===== src/rtl/wbps_pkg.sv =====
`timescale 1ns / 1ps
`default_nettype none
// ----------------------------------------------------------------------------
// wbps_pkg
// shared constants and types of the wildcard byte pattern search block
// ----------------------------------------------------------------------------
package wbps_pkg;

    localparam int MAX_PATTERN = 32;
    localparam int POS_BITS    = 32;
    localparam int LEN_BITS    = 6;
    localparam int CFG_BITS    = 64;
    localparam int IDX_BITS    = 3;

    localparam logic [POS_BITS-1:0] POS_MAX = '1;

    // configuration register indexes
    localparam logic [IDX_BITS-1:0] REG_PAT_LOW      = 3'd0;
    localparam logic [IDX_BITS-1:0] REG_PAT_MID_LOW  = 3'd1;
    localparam logic [IDX_BITS-1:0] REG_PAT_MID_HIGH = 3'd2;
    localparam logic [IDX_BITS-1:0] REG_PAT_HIGH     = 3'd3;
    localparam logic [IDX_BITS-1:0] REG_CARE_BITS    = 3'd4;
    localparam logic [IDX_BITS-1:0] REG_PAT_LENGTH   = 3'd5;

    // search status codes
    localparam logic STATUS_FOUND  = 1'b0;
    localparam logic STATUS_ABSENT = 1'b1;

    // pattern aligned to the window: entry j pairs with window byte j (0 newest)
    typedef struct packed {
        logic [MAX_PATTERN-1:0][7:0] pat;
        logic [MAX_PATTERN-1:0]      care;
        logic [LEN_BITS-1:0]         len;
    } t_align;

endpackage
`default_nettype wire


===== src/rtl/wbps_cfg.sv =====
`timescale 1ns / 1ps
`default_nettype none
// ----------------------------------------------------------------------------
// wbps_cfg
// configuration registers and the pattern realigned to window order
// ----------------------------------------------------------------------------
module wbps_cfg import wbps_pkg::*; (
    input  wire logic                i_clk,
    input  wire logic                i_rst_n,
    input  wire logic                i_cfg_we,
    input  wire logic [IDX_BITS-1:0] i_cfg_idx,
    input  wire logic [CFG_BITS-1:0] i_cfg_data,
    output t_align                   o_align
);

    logic [3:0][CFG_BITS-1:0] r_pat_regs;
    logic [MAX_PATTERN-1:0]   r_care;
    logic [LEN_BITS-1:0]      r_len;
    t_align                   r_align;
    t_align                   n_align;
    logic [LEN_BITS-1:0]      eff_len;
    logic [7:0]               pat_byte [MAX_PATTERN];

    always_ff @(posedge i_clk) begin
        if (!i_rst_n) begin
            r_pat_regs <= '0;
            r_care     <= '1;
            r_len      <= LEN_BITS'(1);
        end else if (i_cfg_we) begin
            unique case (i_cfg_idx)
                REG_PAT_LOW:      r_pat_regs[0] <= i_cfg_data;
                REG_PAT_MID_LOW:  r_pat_regs[1] <= i_cfg_data;
                REG_PAT_MID_HIGH: r_pat_regs[2] <= i_cfg_data;
                REG_PAT_HIGH:     r_pat_regs[3] <= i_cfg_data;
                REG_CARE_BITS:    r_care        <= i_cfg_data[MAX_PATTERN-1:0];
                REG_PAT_LENGTH:   r_len         <= i_cfg_data[LEN_BITS-1:0];
                default: begin
                end
            endcase
        end
    end

    always_comb begin
        for (int i = 0; i < MAX_PATTERN; i++) begin
            pat_byte[i] = r_pat_regs[i / 8][(i % 8) * 8 +: 8];
        end
    end

    // zero length acts as one, oversize length clamps to the store
    always_comb begin
        priority if (r_len == '0) begin
            eff_len = LEN_BITS'(1);
        end else if (r_len > LEN_BITS'(MAX_PATTERN)) begin
            eff_len = LEN_BITS'(MAX_PATTERN);
        end else begin
            eff_len = r_len;
        end
    end

    // window byte j (newest first) faces pattern byte len-1-j
    always_comb begin
        logic [4:0] src;
        n_align.len = eff_len;
        for (int j = 0; j < MAX_PATTERN; j++) begin
            src = 5'(eff_len - LEN_BITS'(1) - LEN_BITS'(j));
            if (LEN_BITS'(j) < eff_len) begin
                n_align.pat[j]  = pat_byte[src];
                n_align.care[j] = r_care[src];
            end else begin
                n_align.pat[j]  = '0;
                n_align.care[j] = 1'b0;
            end
        end
    end

    always_ff @(posedge i_clk) begin
        if (!i_rst_n) begin
            r_align <= '{pat: '0, care: '0, len: LEN_BITS'(1)};
        end else begin
            r_align <= n_align;
        end
    end

    assign o_align = r_align;

endmodule
`default_nettype wire


===== src/rtl/wildcard_byte_pattern_search.sv =====
`timescale 1ns / 1ps
`default_nettype none
// ----------------------------------------------------------------------------
// wildcard_byte_pattern_search
// streaming search for a wildcard byte pattern of up to 32 bytes
// ----------------------------------------------------------------------------
// Usage:
//   s_axis carries one byte of the searched region per transaction, tlast on
//   the region's final byte. m_axis returns at most one result per region:
//   tuser 0 with the match start offset in tdata when the pattern's last byte
//   arrives, or tuser 1 with tdata 0 on the final byte when nothing matched.
//   Bytes after a match are absorbed silently until tlast.
//   Throughput: one byte per cycle while no result stalls on m_axis; the whole
//   window is compared against the realigned pattern in a single stage between
//   the input and result registers.
//   Configuration is written through i_cfg_we / i_cfg_idx / i_cfg_data while no
//   region is in flight; a new pattern applies once the align register holds it.
//   Reset (synchronous, active low) restores the register defaults and starts
//   a new region. When m_axis stalls with a result pending, the input register
//   holds one byte and s_axis_tready drops until the result is taken.
// ----------------------------------------------------------------------------
module wildcard_byte_pattern_search import wbps_pkg::*; (
    input  wire logic                i_clk,
    input  wire logic                i_rst_n,
    input  wire logic                i_cfg_we,
    input  wire logic [IDX_BITS-1:0] i_cfg_idx,
    input  wire logic [CFG_BITS-1:0] i_cfg_data,
    input  wire logic                s_axis_tvalid,
    output logic                     s_axis_tready,
    input  wire logic [7:0]          s_axis_tdata,   // [7:0] data_byte
    input  wire logic                s_axis_tlast,   // last_byte
    output logic                     m_axis_tvalid,
    input  wire logic                m_axis_tready,
    output logic [POS_BITS-1:0]      m_axis_tdata,   // [31:0] match_offset
    output logic                     m_axis_tuser    // search_status
);

    t_align              align;

    logic                r_in_valid;
    logic [7:0]          r_in_byte;
    logic                r_in_last;

    logic [7:0]          r_win [MAX_PATTERN];
    logic [7:0]          n_win [MAX_PATTERN];
    logic [POS_BITS-1:0] r_seen;
    logic [POS_BITS-1:0] n_seen;
    logic                r_done;

    logic                r_out_valid;
    logic [POS_BITS-1:0] r_out_offset;
    logic                r_out_status;

    logic                proc_go;
    logic                hit;
    logic                found;

    wbps_cfg u_cfg (
        .i_clk      (i_clk),
        .i_rst_n    (i_rst_n),
        .i_cfg_we   (i_cfg_we),
        .i_cfg_idx  (i_cfg_idx),
        .i_cfg_data (i_cfg_data),
        .o_align    (align)
    );

    assign proc_go       = r_in_valid && (!r_out_valid || m_axis_tready);
    assign s_axis_tready = !r_in_valid || proc_go;

    always_ff @(posedge i_clk) begin
        if (!i_rst_n) begin
            r_in_valid <= 1'b0;
        end else if (s_axis_tready) begin
            r_in_valid <= s_axis_tvalid;
        end
    end

    always_ff @(posedge i_clk) begin
        if (s_axis_tready) begin
            r_in_byte <= s_axis_tdata;
            r_in_last <= s_axis_tlast;
        end
    end

    // window after shifting in the current byte
    always_comb begin
        n_win[0] = r_in_byte;
        for (int j = 1; j < MAX_PATTERN; j++) begin
            n_win[j] = r_win[j-1];
        end
    end

    assign n_seen = (r_seen == POS_MAX) ? r_seen : r_seen + POS_BITS'(1);

    always_comb begin
        hit = 1'b1;
        for (int j = 0; j < MAX_PATTERN; j++) begin
            if (align.care[j] && (n_win[j] != align.pat[j])) begin
                hit = 1'b0;
            end
        end
    end

    assign found = hit && (n_seen >= POS_BITS'(align.len));

    always_ff @(posedge i_clk) begin
        if (!i_rst_n) begin
            r_seen <= '0;
            r_done <= 1'b0;
            for (int j = 0; j < MAX_PATTERN; j++) begin
                r_win[j] <= '0;
            end
        end else if (proc_go) begin
            if (r_in_last) begin
                r_seen <= '0;
                r_done <= 1'b0;
                for (int j = 0; j < MAX_PATTERN; j++) begin
                    r_win[j] <= '0;
                end
            end else if (!r_done) begin
                r_seen <= n_seen;
                r_done <= found;
                for (int j = 0; j < MAX_PATTERN; j++) begin
                    r_win[j] <= n_win[j];
                end
            end
        end
    end

    always_ff @(posedge i_clk) begin
        if (!i_rst_n) begin
            r_out_valid <= 1'b0;
        end else begin
            if (m_axis_tvalid && m_axis_tready) begin
                r_out_valid <= 1'b0;
            end
            if (proc_go && !r_done && (found || r_in_last)) begin
                r_out_valid <= 1'b1;
            end
        end
    end

    always_ff @(posedge i_clk) begin
        if (proc_go && !r_done) begin
            if (found) begin
                r_out_status <= STATUS_FOUND;
                r_out_offset <= n_seen - POS_BITS'(align.len);
            end else if (r_in_last) begin
                r_out_status <= STATUS_ABSENT;
                r_out_offset <= '0;
            end
        end
    end

    assign m_axis_tvalid = r_out_valid;
    assign m_axis_tdata  = r_out_offset;
    assign m_axis_tuser  = r_out_status;

endmodule
`default_nettype wire


===== config.mk =====
export PLATFORM = sky130hd
export DESIGN_NAME = wildcard_byte_pattern_search
export DESIGN_NICKNAME = d
export VERILOG_FILES = /design/src/rtl/wbps_pkg.sv /design/src/rtl/wbps_cfg.sv /design/src/rtl/wildcard_byte_pattern_search.sv
export SDC_FILE = /design/constraint.sdc
export NUM_CORES = 2
export LEC_CHECK = 0
export BUFFER_PORTS_ARGS = -buffer_cell sky130_fd_sc_hd__buf_2
export CAP_MARGIN = 20
export CORE_MARGIN = 1
export CORE_UTILIZATION = 50
export CTS_BUF_LIST = sky130_fd_sc_hd__clkbuf_8
export DETAILED_ROUTE_END_ITERATION = 12
export PLACE_DENSITY = 0.69
export SLEW_MARGIN = 20
export SYNTH_ARGS = -nofsm -noshare
export SYNTH_HDL_FRONTEND = slang
export SYNTH_SLANG_ARGS = --single-unit

===== constraint.sdc =====
create_clock -name i_clk -period 7.67 [get_ports i_clk]
set_clock_uncertainty 0.2 [all_clocks]
set_input_delay 1.534 -clock i_clk [delete_from_list [all_inputs] [get_ports i_clk]]
set_output_delay 1.534 -clock i_clk [all_outputs]
set_load 0.02 [all_outputs]

==> metrics.md <==
| Metric | Value |
|---|---|
| Flops & latches, synth | 913 |
| Fillers | 8972 |
| Crit. Startpoint | r_seen[0] |
| Compound-gate portion of the synthesized area | 9.35% |
| Wire per inst | 29.3 um |
| Layout cells sized above 1 | 9.28% |
| Synth Instances | 5359 |
| Min cycle time layout | 6360 ps |
| Top Ports | 116 |
| DRT Wirelength | 199000 um |
| CP cell instances | ha_1 -> and3_1 -> and4_1 -> nand3_1 -> xnor2_1 -> ha_1 -> inv_1 -> fa_1 -> a211oi_1 -> o21bai_1 -> a21oi_1 -> o21ai_0 -> nor3_2 -> nand3_4 -> o41ai_4 -> buf_4 -> a211oi_4 -> buf_4 |
| Inst Count DP | 6489 |
| Hold_ws | 269 ps |
| Via count | 42000 |
| Worst EP required | 8040 ps |
| RSZ-0062 raised after global routing | no |
| Max Cap Viol | 0 |
| Final Power | 0.0115 W |
| Main combinational cell family by area after synthesis | multiplexers |
| Relative slew slack | 13.8% |
| Static Leak | 21.3 nW |
| WS Path Type | flip-flop to flip-flop |
| Setup TNS | 0 ps |
| Post-Syn Area | 50000 um^2 |
| Primary FF master, synth | dfxtp_1 |
| Max Root-Sink Buffers | 3 |
| Syn nets | 5467 |
| Total gr overflow | 0 |
| Vias in the first global route | 37800 |
| Status | complete, no violations |
| Synth Area in Simple Gates | 15.7% |
| Area grow syn2layout | 10.5% |
| Final setup fails | 0 |
| Final std cells w/o fill | 6788 |
| Type of the worst min-delay path | flip-flop to flip-flop |
| Hold Path Depth | 2 |
| GP Congestion | 1.18 |
| Number of buffers added on ports | 115 |
| Worst setup EP type | flip-flop |
| Mean Syn Cell Area | 9.34 um^2 |
| Violation count after the first detailed-route iteration | 6296 |
| Synth Area in Adders | 0.690% |
| Worst Path Arrival | 6740 ps |
| Max Freq | 0.157 GHz |
| Reg clk slew, reported paths | 60 ps |
| Initial core utilization | 50.7% |
| Clk_lat worst skew | 910 ps |
| GRT Overall Usage | 38.3% |
| Worst VDD drop | 0.000181 V |
| Global-route wire length before repair | 278000 um |
| Via density | 6.19 |
| Die Area | 101000 um^2 |
| R2r worst-path depth | 18 |
| Yosys warnings | 0 |
| Crit Path Max Fanout | 35 |
| Setup ws final | 1310 ps |
| Post-synth EDFFs | 282 |
| Chip height | 318 um |
| DP Worst Slack | 1330 ps |
| Core ar. | 98700 um^2 |
| Antenna violations before repair | 8 |
| CP startpoint kind | flip-flop |
| PwrDens | 209 nW/um^2 |
| Worst r2r src | r_seen[0] |
| FP Rows | 115 |
| Synth cell types | 72 |
| Root buffer cell | clkbuf_8 |
| Tcrit/Tclk final | 83.0% |
| Slew @ Worst Pin | 1260 ps |
| Slowest stage delay, CP | 540 ps |
| CTS H-tree lvls | 4 |
| CTS tree | yes |
| XOR/XNOR Fraction of Synth Area | 5.86% |
| Post-synthesis mux area share | 23.2% |
| Fin nets | 5473 |
| Largest net degree at the start of global routing | 233 |
| Post-synth ARST share | 0% |
| Pins over their slew limit | 0 |
| Slowest CP cell | nor3_2 |
| CTS Buf Count | 158 |
| Detailed-route DRC error count | 0 |
| Final hold vios | 0 |
| R2R setup slack | 1310 ps |
| Final ANT Viol Nets | 0 |
| Worst setup path end | m_axis_tdata[9] |
| CTS sink cnt | 913 |
| CTS resizes | 0 |
| Die X | 318 um |
| CTS Hold Bufs | 0 |
| DP Wirelength | 152000 um |
| # Post-CTS Setup Buffers | 0 |
| Drt pass-1 iters | 6 |
| Post-synthesis sequential area ratio | 42.2% |
| RR Endpoint | m_axis_tdata[9] |
-- power breakdown --
part / internal, W / switching (W) / leakage (nW)
Combinational: 0.000456 / 0.000950 / 11.2
Sequential: 0.00513 / 0.000120 / 8.08
Clock: 0.00267 / 0.00222 / 1.95
Total: 0.00825 / 0.00329 / 21.3
-- layer usage --
metal	global-route usage, %	vias up	share of wire, %
met1	53.9	20400	43
met4	21.1	4	6.1
li1	-	18800	-
met2	53.8	2323	41
met5	0	-	0.029
met3	8.71	421	11
-- logic make-up (layout without fill, tap and decap cells) --
kind of cell             count (synthesis)  count (layout)
AO/OA/AOI/OAI                          760             760
XOR/XNOR                               333             333
adder cells (fa/ha/maj)                 27              27
buffers and inverters                  390             529
flip-flops                             913             913
multiplexers                          1162            1162
other                                    0               3
AND/OR/NAND/NOR                       1774            1774
-- synth_stat cells (4+ instances only) --
| master | n | area, um^2 |
|---|---|---|
| nand2b_1 | 5 | 31.3 |
| nor4_1 | 9 | 56.3 |
| a21oi_1 | 360 | 1800 |
| and4_1 | 6 | 52.6 |
| o21ai_0 | 83 | 415 |
| xnor2_1 | 319 | 2790 |
| clkbuf_1 | 252 | 946 |
| a21o_1 | 13 | 97.6 |
| nand3_1 | 56 | 280 |
| inv_1 | 29 | 109 |
| a22oi_1 | 8 | 60.1 |
| nor2_1 | 68 | 255 |
| buf_1 | 82 | 308 |
| a211oi_1 | 5 | 37.5 |
| and2_1 | 5 | 31.3 |
| nand2_1 | 1224 | 4590 |
| a31o_2 | 6 | 52.6 |
| xor2_1 | 12 | 105 |
| nand4_1 | 84 | 526 |
| ha_1 | 26 | 325 |
| edfxtp_1 | 282 | 8470 |
| and3_1 | 251 | 1570 |
| dfxtp_1 | 631 | 12600 |
| a22o_1 | 8 | 70.1 |
| mux2i_1 | 1160 | 11600 |
| or4_1 | 5 | 37.5 |
| nor2b_1 | 15 | 93.8 |
| a31oi_1 | 10 | 62.6 |
| nor3_1 | 23 | 115 |
| o31ai_1 | 9 | 67.6 |
| o21bai_1 | 9 | 67.6 |
| or2_2 | 4 | 25.0 |
| a21boi_0 | 214 | 1610 |
| or3_1 | 6 | 37.5 |
| a21oi_2 | 6 | 52.6 |
| buf_2 | 17 | 85.1 |
-- layout make-up --
cell class,instances,area [um^2],area share (%)
multi-input cells,4056,27600,49.9
flip-flops and latches,913,21100,38.2
clock buffers,191,2630,4.75
well taps,1287,1610,2.91
repair buffers,203,1350,2.44
clock inverters,102,837,1.51
inverters,33,141,0.256
diodes,3,7.51,0.0136
-- critical path: cells and delay by family (launching register included) --
| family | cells | cell delay (ps) |
|---|---|---|
| AO/OA/AOI/OAI | 6 | 1420 |
| XOR/XNOR | 1 | 310 |
| adder cells (fa/ha/maj) | 3 | 950 |
| buffers and inverters | 3 | 750 |
| flip-flops | 1 | 490 |
| AND/OR/NAND/NOR | 5 | 1920 |
-- state kept, by name (all words and copies together) (netlist names) --
register	count
u_cfg.o_align	294
u_cfg.pat_byte	256
r_win	248
m_axis_tdata	32
r_seen	32
u_cfg.r_care	32
r_in_byte	8
u_cfg.r_len	6
m_axis_tuser	1
m_axis_tvalid	1
r_done	1
r_in_last	1
r_in_valid	1
-- cells in the final DEF, fill, tap and decap left out, types with 13 or more instances in the layout --
cell	instances
a21o_1	13
xnor2_1	310
inv_1	74
nor3_1	22
buf_2	114
and3_1	250
nand4_1	84
ha_1	23
a21oi_1	360
nor2b_1	14
clkbuf_8	191
clkinv_2	17
buf_4	78
nand2_1	1222
mux2i_1	1160
dfxtp_1	631
edfxtp_1	282
nand3_1	55
o21ai_0	79
nor2_1	67
a21boi_0	214
-- how the worst min path moves through the flow --
stage                                    from             endpoint  slack (ps)
after floorplan                u_cfg.r_len[0]       u_cfg.r_len[0]         250
after global placement    u_cfg.pat_byte[113]  u_cfg.pat_byte[113]         260
after detailed placement  u_cfg.pat_byte[124]  u_cfg.pat_byte[124]         260
after CTS                 u_cfg.pat_byte[124]  u_cfg.pat_byte[124]         270
after global routing      u_cfg.pat_byte[115]  u_cfg.pat_byte[115]         300
final                     u_cfg.pat_byte[124]  u_cfg.pat_byte[124]         270
-- stage by stage --
stage | utilization, % | instance area (um^2)
floorplan | - | 50000
global placement | 52.4 | 51800
detailed placement | 52.5 | 51800
CTS | 56.0 | 55300
global route | 56.0 | 55300
finish | 56.0 | 55300
Note: power is estimated with default switching activity, not from simulation.
